===== config.mk =====
export PLATFORM = sky130hd
export DESIGN_NAME = spn_block_cipher_16bit
export DESIGN_NICKNAME = d
export VERILOG_FILES = /design/src/hdl/spn_pkg.sv /design/src/hdl/spn_round.sv /design/src/hdl/spn_block_cipher_16bit.sv
export VERILOG_INCLUDE_DIRS = /design/src /design/src/hdl
export SDC_FILE = /design/constraint.sdc
export NUM_CORES = 1
export LEC_CHECK = 0
export ABC_AREA = 1
export BUFFER_PORTS_ARGS = -buffer_cell sky130_fd_sc_hd__buf_2
export CORE_MARGIN = 4
export CORE_UTILIZATION = 44
export DETAILED_ROUTE_END_ITERATION = 8
export RECOVER_POWER = 25
export SLEW_MARGIN = 5
export SYNTH_ARGS = -nofsm -noshare
export SYNTH_HDL_FRONTEND = slang
export SYNTH_SLANG_ARGS = --single-unit

===== constraint.sdc =====
create_clock -name clk -period 3.9 [get_ports clk]
set_input_delay 0.975 -clock clk [delete_from_list [all_inputs] [get_ports clk]]
set_output_delay 0.975 -clock clk [all_outputs]
set_load 0.02 [all_outputs]

===== src/hdl/assert_macros.svh =====
// assertion helpers, clocked on clk with rst_n low disabling the check
`ifndef ASSERT_MACROS_SVH
`define ASSERT_MACROS_SVH

`ifndef SYNTH

`define SPN_ASSERT(lbl, prop, msg) \
  lbl: assert property (@(posedge clk) disable iff (!rst_n) (prop)) else $error(msg);

`define SPN_ASSERT_NEVER(lbl, expr, msg) \
  lbl: assert property (@(posedge clk) disable iff (!rst_n) !(expr)) else $error(msg);

`else

`define SPN_ASSERT(lbl, prop, msg)

`define SPN_ASSERT_NEVER(lbl, expr, msg)

`endif

`endif


===== src/hdl/spn_pkg.sv =====
package spn_pkg;

  localparam int unsigned BlkW   = 16;
  localparam int unsigned KeyCnt = 7;
  localparam int unsigned MaxRnd = 6;

  typedef logic [BlkW-1:0] blk_t;

  // operation codes carried with each item
  typedef enum logic {
    OP_ENC = 1'b0,
    OP_DEC = 1'b1
  } op_t;

  // control that travels with the data through each stage
  typedef struct packed {
    logic valid;
    op_t  op;
  } spn_ctl_t;

  // forward substitution box
  function automatic logic [3:0] sbox_fwd(input logic [3:0] x);
    logic [3:0] y;
    case (x)
      4'h0: y = 4'hF;
      4'h1: y = 4'h6;
      4'h2: y = 4'h5;
      4'h3: y = 4'h8;
      4'h4: y = 4'hE;
      4'h5: y = 4'hB;
      4'h6: y = 4'hA;
      4'h7: y = 4'h4;
      4'h8: y = 4'hC;
      4'h9: y = 4'h0;
      4'hA: y = 4'h3;
      4'hB: y = 4'h7;
      4'hC: y = 4'h2;
      4'hD: y = 4'h9;
      4'hE: y = 4'h1;
      4'hF: y = 4'hD;
      default: y = 4'h0;
    endcase
    return y;
  endfunction

  // inverse substitution box
  function automatic logic [3:0] sbox_inv(input logic [3:0] x);
    logic [3:0] y;
    case (x)
      4'h0: y = 4'h9;
      4'h1: y = 4'hE;
      4'h2: y = 4'hC;
      4'h3: y = 4'hA;
      4'h4: y = 4'h7;
      4'h5: y = 4'h2;
      4'h6: y = 4'h1;
      4'h7: y = 4'hB;
      4'h8: y = 4'h3;
      4'h9: y = 4'hD;
      4'hA: y = 4'h6;
      4'hB: y = 4'h5;
      4'hC: y = 4'h8;
      4'hD: y = 4'hF;
      4'hE: y = 4'h4;
      4'hF: y = 4'h0;
      default: y = 4'h0;
    endcase
    return y;
  endfunction

  // per-nibble substitution, forward or inverse
  function automatic blk_t sub_blk(input blk_t v, input logic inv);
    blk_t r;
    r = '0;
    for (int n = 0; n < 4; n++) begin
      r[4*n +: 4] = inv ? sbox_inv(v[4*n +: 4]) : sbox_fwd(v[4*n +: 4]);
    end
    return r;
  endfunction

  // 4x4 bit transpose, bit 4i+k goes to bit 4k+i
  function automatic blk_t transpose_blk(input blk_t v);
    blk_t r;
    r = '0;
    for (int i = 0; i < 4; i++) begin
      for (int k = 0; k < 4; k++) begin
        r[4*k + i] = v[4*i + k];
      end
    end
    return r;
  endfunction

endpackage


===== src/hdl/spn_round.sv =====
module spn_round (
  input  logic              clk,
  input  logic              rst_n,
  input  spn_pkg::spn_ctl_t up_ctl,
  input  spn_pkg::blk_t     up_blk,
  output logic              up_rdy,
  input  spn_pkg::blk_t     rk_enc,
  input  spn_pkg::blk_t     rk_dec,
  input  spn_pkg::blk_t     wk_pre,
  input  spn_pkg::blk_t     wk_post,
  output spn_pkg::spn_ctl_t dn_ctl,
  output spn_pkg::blk_t     dn_blk,
  input  logic              dn_rdy
);

  spn_pkg::spn_ctl_t ctl_r, ctl_nxt;
  spn_pkg::blk_t     blk_r, blk_nxt;
  spn_pkg::blk_t     enc_res, dec_res;
  logic              adv;

  // stage advances when empty or when downstream takes its item
  assign up_rdy = !ctl_r.valid || dn_rdy;
  assign adv    = up_rdy;

  // one round in each direction
  always_comb begin
    enc_res = spn_pkg::transpose_blk(spn_pkg::sub_blk(up_blk ^ rk_enc, 1'b0)) ^ wk_post;
    dec_res = spn_pkg::sub_blk(spn_pkg::transpose_blk(up_blk ^ wk_pre), 1'b1) ^ rk_dec;
  end

  always_comb begin
    ctl_nxt = adv ? up_ctl : ctl_r;
    blk_nxt = blk_r;
    if (adv && up_ctl.valid) begin
      blk_nxt = (up_ctl.op == spn_pkg::OP_DEC) ? dec_res : enc_res;
    end
  end

  // control register
  always_ff @(posedge clk) begin
    if (!rst_n) begin
      ctl_r <= '{valid: 1'b0, op: spn_pkg::OP_ENC};
    end else begin
      ctl_r <= ctl_nxt;
    end
  end

  // data register
  always_ff @(posedge clk) begin
    blk_r <= blk_nxt;
  end

  assign dn_ctl = ctl_r;
  assign dn_blk = blk_r;

endmodule


===== src/hdl/spn_block_cipher_16bit.sv =====
// 16-bit substitution-permutation block cipher, pipelined one round per stage
//
// in_*  : items with in_tuser = operation (0 encrypt, 1 decrypt) and
//         in_tdata = 16-bit block; accepted when in_tvalid and in_tready
// out_* : one 16-bit result block per item, in arrival order
// cfg_* : register port, subkey_0..subkey_6 at byte addresses 0x00..0x18,
//         low 16 bits of pwdata kept, writes beyond subkey_6 dropped
//
// an accepted item loads into the input register at the accepting edge, then passes
// one register stage per round (rounds capped at 6) before out_tvalid rises;
// the whitening XOR rides in the first stage for decrypt and the last for encrypt
// throughput is one item per cycle while out_tready stays high
// a stall on out_tready holds the full stages in an unbroken run from the output; empty stages still fill,
// so in_tready only drops once the pipe behind the stalled result is full
// reset clears all stage valid bits and the subkeys to zero
// subkeys are read live, so they are to be changed only while the pipe is empty; the block does not enforce it
`include "assert_macros.svh"

module spn_block_cipher_16bit #(
  parameter int unsigned NUM_ROUNDS = 6
) (
  input  logic        clk,
  input  logic        rst_n,
  // input stream
  input  logic        in_tvalid,
  output logic        in_tready,
  input  logic [15:0] in_tdata,   // [15:0] block_in
  input  logic        in_tuser,   // [0] req_type
  // result stream
  output logic        out_tvalid,
  input  logic        out_tready,
  output logic [15:0] out_tdata,  // [15:0] block_out
  // register port
  input  logic        cfg_psel,
  input  logic        cfg_penable,
  input  logic        cfg_pwrite,
  input  logic [4:0]  cfg_paddr,
  input  logic [31:0] cfg_pwdata,
  output logic [31:0] cfg_prdata,
  output logic        cfg_pready
);

  localparam int unsigned Rounds = (NUM_ROUNDS > spn_pkg::MaxRnd) ? spn_pkg::MaxRnd :
                                   NUM_ROUNDS;
  localparam int unsigned KeyIdx = spn_pkg::KeyCnt - 1;

  // subkey registers
  spn_pkg::blk_t     key_r [spn_pkg::KeyCnt];
  logic [2:0]        reg_idx;
  logic              wr_en;

  assign cfg_pready = 1'b1;
  assign reg_idx    = cfg_paddr[4:2];
  assign wr_en      = cfg_psel && cfg_penable && cfg_pwrite && cfg_pready;

  always_ff @(posedge clk) begin
    if (!rst_n) begin
      for (int i = 0; i < spn_pkg::KeyCnt; i++) begin
        key_r[i] <= '0;
      end
    end else if (wr_en && (reg_idx < 3'(spn_pkg::KeyCnt))) begin
      key_r[reg_idx] <= cfg_pwdata[15:0];
    end
  end

  // register read back
  always_comb begin
    cfg_prdata = '0;
    if (reg_idx < 3'(spn_pkg::KeyCnt)) begin
      cfg_prdata = {16'h0000, key_r[reg_idx]};
    end
  end

  // stage links: index 0 is the input register, index Rounds the output
  spn_pkg::spn_ctl_t st_ctl [Rounds+1];
  spn_pkg::blk_t     st_blk [Rounds+1];
  logic              st_rdy [Rounds+1];

  spn_pkg::spn_ctl_t in_ctl_r, in_ctl_nxt;
  spn_pkg::blk_t     in_blk_r, in_blk_nxt;

  // input register
  assign in_tready = !in_ctl_r.valid || st_rdy[0];

  always_comb begin
    in_ctl_nxt = in_ctl_r;
    in_blk_nxt = in_blk_r;
    if (in_tready) begin
      in_ctl_nxt.valid = in_tvalid;
      in_ctl_nxt.op    = spn_pkg::op_t'(in_tuser);
      in_blk_nxt       = in_tdata;
    end
  end

  always_ff @(posedge clk) begin
    if (!rst_n) begin
      in_ctl_r <= '{valid: 1'b0, op: spn_pkg::OP_ENC};
    end else begin
      in_ctl_r <= in_ctl_nxt;
    end
  end

  always_ff @(posedge clk) begin
    in_blk_r <= in_blk_nxt;
  end

  assign st_ctl[0] = in_ctl_r;
  assign st_blk[0] = in_blk_r;

  // round stages
  for (genvar j = 0; j < Rounds; j++) begin : g_rnd
    spn_round u_round (
      .clk     (clk),
      .rst_n   (rst_n),
      .up_ctl  (st_ctl[j]),
      .up_blk  (st_blk[j]),
      .up_rdy  (st_rdy[j]),
      .rk_enc  (key_r[j]),
      .rk_dec  (key_r[Rounds-1-j]),
      .wk_pre  ((j == 0) ? key_r[KeyIdx] : '0),
      .wk_post ((j == Rounds-1) ? key_r[KeyIdx] : '0),
      .dn_ctl  (st_ctl[j+1]),
      .dn_blk  (st_blk[j+1]),
      .dn_rdy  (st_rdy[j+1])
    );
  end

  // output side
  assign st_rdy[Rounds] = out_tready;
  assign out_tvalid     = st_ctl[Rounds].valid;
  assign out_tdata      = st_blk[Rounds];

  // an empty output stage lets the whole pipe move
  `SPN_ASSERT(a_empty_out_ready, !out_tvalid |-> in_tready, "pipe blocked with output empty")
  // a ready receiver keeps the pipe flowing end to end
  `SPN_ASSERT(a_flow_ready, out_tready |-> in_tready, "pipe blocked while receiver ready")
  // an accepted item lands in the input register
  `SPN_ASSERT(a_accept_lands, in_tvalid && in_tready |=> in_ctl_r.valid,
              "accepted item lost at input register")

endmodule


==> flow_metrics.env <==
export IMPL_status="finished with violations"
export IMPL_violations="max-capacitance violations, max-slew violations"
export IMPL_via_count=22300
export IMPL_worstPathCellList="buf_2, buf_12, nor2_1, nor2_1, o21ai_0, a31oi_1, buf_2"
export IMPL_peakVddDrop_uv=269
export IMPL_multi_input_area_um2=13700
export IMPL_yosys_top_cells_count="1116 x nand2_1, 387 x inv_1, 298 x nand3_1"
export IMPL_path_depth=7
export IMPL_crit_fanout=71
export IMPL_hold_class="reg2reg"
export IMPL_rows=86
export IMPL_postCtsSetupBuffers=0
export IMPL_fin_setup_tns_ns=0
export IMPL_worstReg2RegStart="g_rnd[5].u_round.dn_ctl[1]$_SDFFE_PN0P_"
export IMPL_clock_latency_ns=0.58
export IMPL_synth_edf_count=224
export IMPL_place_ws_ns=0.414
export IMPL_stdcell_count=4291
export IMPL_setup_ws_ns=0.344
export IMPL_slew_headroom_pct=-24.8
export IMPL_cts_buffers=40
export IMPL_viasPerCell=5.19
export IMPL_critPathBufInv=3
export IMPL_yosys_area_top_type_share_pct=27.5
export IMPL_die_h_um=244
export IMPL_drt_initial_drc_count=1945
export IMPL_yosys_area_top_type="edfxtp_1"
export IMPL_port_buffers=76
export IMPL_antenna_found_initial=1
export IMPL_antenna_left=0
export IMPL_syn_avg_cell_area_um2=7.19
export IMPL_synth_seq_area_share_pct=36.4
export IMPL_cp_start_kind="input port"
export IMPL_crit_arrival_ns=2.58
export IMPL_fin_crit_sh_pct=91.2
export IMPL_clkTransAtPathRegs_ns=0.06
export IMPL_drive_above_1_share_pct=7.71
export IMPL_finalNetCount=3755
export IMPL_hpwl_mm=62.5
export IMPL_gp_congestion=0.943
export IMPL_critPathCapture="cfg_prdata[8]"
export IMPL_synthFlopType="edfxtp_1"
export IMPL_critical_path_class="in2out"
export IMPL_yosysUniqueCellTypes=48
export IMPL_max_freq_mhz=281
export IMPL_ys_ff_latch=333
export IMPL_tightest_slew_ns=1.87
export IMPL_design_area_um2=27200
export IMPL_grt_overflow_total=0
export IMPL_cts_tree="built"
export IMPL_initial_core_util_pct=44.4
export IMPL_first_pass_iters=6
export IMPL_ys_top_cells_by_area="edfxtp_1 28%, nand2_1 17%, ha_1 9.4%, dfxtp_1 8.9%, nand3_1 6.1%"
export IMPL_p_leak_nw=13.0
export IMPL_post_cts_resized=0
export IMPL_cp_top_family="buffers and inverters"
export IMPL_fp_dieArea_um2=59400
export IMPL_yosysWarningCount=0
export IMPL_n_fill_cell=5567
export IMPL_slowest_stage="a31oi_1"
export IMPL_cts_hold_buf=0
export IMPL_routed_wirelength_mm=79.1
export IMPL_clock_path_buffers=3
export IMPL_slew_violations=26
export IMPL_seq_area_um2=8910
export IMPL_reg2reg_slack_ns=0.75
export IMPL_rsz0062_at_grt="no"
export IMPL_wire_per_inst_um=18.4
export IMPL_dpl_instance_area_um2=25800
export IMPL_grt_max_degree=72
export IMPL_max_cap_viol_count=1
export IMPL_setup_viol=0
export IMPL_slowest_delay_ns=0.51
export IMPL_worst_ep_required_time_ns=2.92
export IMPL_htreeDepth=2
export IMPL_skew_ns=0.0211
export IMPL_design_core_area_um2=55100
export IMPL_track_usage_pct=26.1
export IMPL_diodes=0
export IMPL_postSynthCellCount=3404
export IMPL_io_pins=112
export IMPL_cts_sinks=333
export IMPL_r2r_cells=15
export IMPL_syn_area_um2=24500
export IMPL_synth_most_common_cell="nand2_1"
export IMPL_first_global_vias=19900
export IMPL_end_kind="output port"
export IMPL_power_density_nw_per_um2=379
export IMPL_grt_pass1_wl_mm=118
export IMPL_cts_root_buffer="clkbuf_16"
export IMPL_finalHoldViolCount=0
export IMPL_syn_to_final_growth_pct=11.0
export IMPL_place_inst=4217
export IMPL_synth_async_reset_ratio_pct=0
export IMPL_period_minus_slack_ns=3.56
export IMPL_drcViolationCount=0
export IMPL_dieWidth_um=244
export IMPL_crit_path_start="cfg_paddr[2]"
## layer usage
metal	part of all wire (%)	vias up	routed length (µm)	track usage [%]
met5	0	-	0	0
met4	3.8	0	2990	9.18
met3	9.4	148	7440	6.85
met2	43	799	33900	39.8
met1	44	10200	34800	35.8
li1	-	11200	-	-
## report_power, final
part	switching (mW)	leakage, nW	internal, mW
Sequential	0.253	3.02	4.02
Clock	1.57	0.679	2.43
Combinational	1.35	9.34	0.665
## logic make-up (layout without fill, tap and decap cells)
family          after synthesis  after routing  share of synthesized area, %
other cells                   2             33                        0.0307
flops                       333            333                          36.4
buf+inv                     491            599                          8.03
xor+xnor                    135            135                          5.02
compound gates              508            508                          11.5
fa+ha+maj                   183            183                          9.36
simple gates               1752           1752                          29.6
## cell usage in the layout (no fill, tap or decap), types with 5 or more instances in the layout
master,Yosys,final
a21boi_1,8,8
a21o_1,8,8
a21oi_1,108,108
a31oi_1,18,18
buf_2,16,75
buf_4,19,37
bufinv_16,0,7
clkbuf_1,41,17
clkbuf_16,0,41
clkinv_1,4,7
clkinv_2,0,9
conb_1,2,33
dfxtp_1,109,109
edfxtp_1,224,224
ha_1,183,183
inv_1,387,389
inv_2,10,9
nand2_1,1116,1117
nand2_2,15,14
nand3_1,298,298
nand3b_1,5,5
nor2_1,243,245
o211ai_1,48,48
o21ai_0,264,264
o21ai_1,28,28
o21ai_2,7,7
or2_0,6,6
or2_1,5,5
or2_2,49,49
xnor2_1,72,72
xor2_1,57,57
## worst min path at each step
stage	start	end	slack, ns	cells past startpoint
after floorplan	key_r[6][15]$_SDFFE_PN0P_	key_r[6][15]$_SDFFE_PN0P_	0.48	2
after detailed placement	g_rnd[2].u_round.dn_ctl[0]$_SDFFE_PN0P_	g_rnd[3].u_round.dn_ctl[0]$_SDFFE_PN0P_	0.54	2
after global routing	in_tdata[13]	in_blk_r[13]$_DFFE_PP_	0.56	1
final	g_rnd[2].u_round.dn_ctl[0]$_SDFFE_PN0P_	g_rnd[3].u_round.dn_ctl[0]$_SDFFE_PN0P_	0.55	2
after global placement	g_rnd[2].u_round.dn_ctl[0]$_SDFFE_PN0P_	g_rnd[3].u_round.dn_ctl[0]$_SDFFE_PN0P_	0.53	2
after CTS	in_tdata[13]	in_blk_r[13]$_DFFE_PP_	0.54	1
## per-stage QoR
stage / power, mW / utilization [%] / hold WS (ns)
6_report: 10.3 / 49.3 / 0.555
5_1_grt: 10.8 / 49.3 / 0.558
4_1_cts: 10.3 / 49.4 / 0.544
3_5_place_dp: 6.32 / 46.9 / 0.539
3_3_place_gp: 6.31 / 46.9 / 0.532
2_1_floorplan: 5.66 / - / 0.480
## layout make-up
cell class | instances | area share, %
repair buffers | 124 | 2.75
clock buffers | 51 | 3.99
well taps | 748 | 3.45
inverters | 401 | 5.54
flip-flops and latches | 333 | 32.8
clock inverters | 23 | 1.09
multi-input cells | 2611 | 50.4
## worst reg2reg max path: stages (launching register included)
cell and delay (ns):
dfxtp_1 0.33, inv_1 0.05, nor2_1 0.27, nand4_1 0.40
nor2_8 0.32, nand2_4 0.10, nand2_4 0.17, inv_2 0.29
or2_2 0.39, nand2_2 0.13, inv_1 0.08, ha_1 0.20
nand3_1 0.10, nand2_1 0.07, nand2_1 0.08, nand2_1 0.06
No activity file was read; power rests on OpenSTA's default activity.
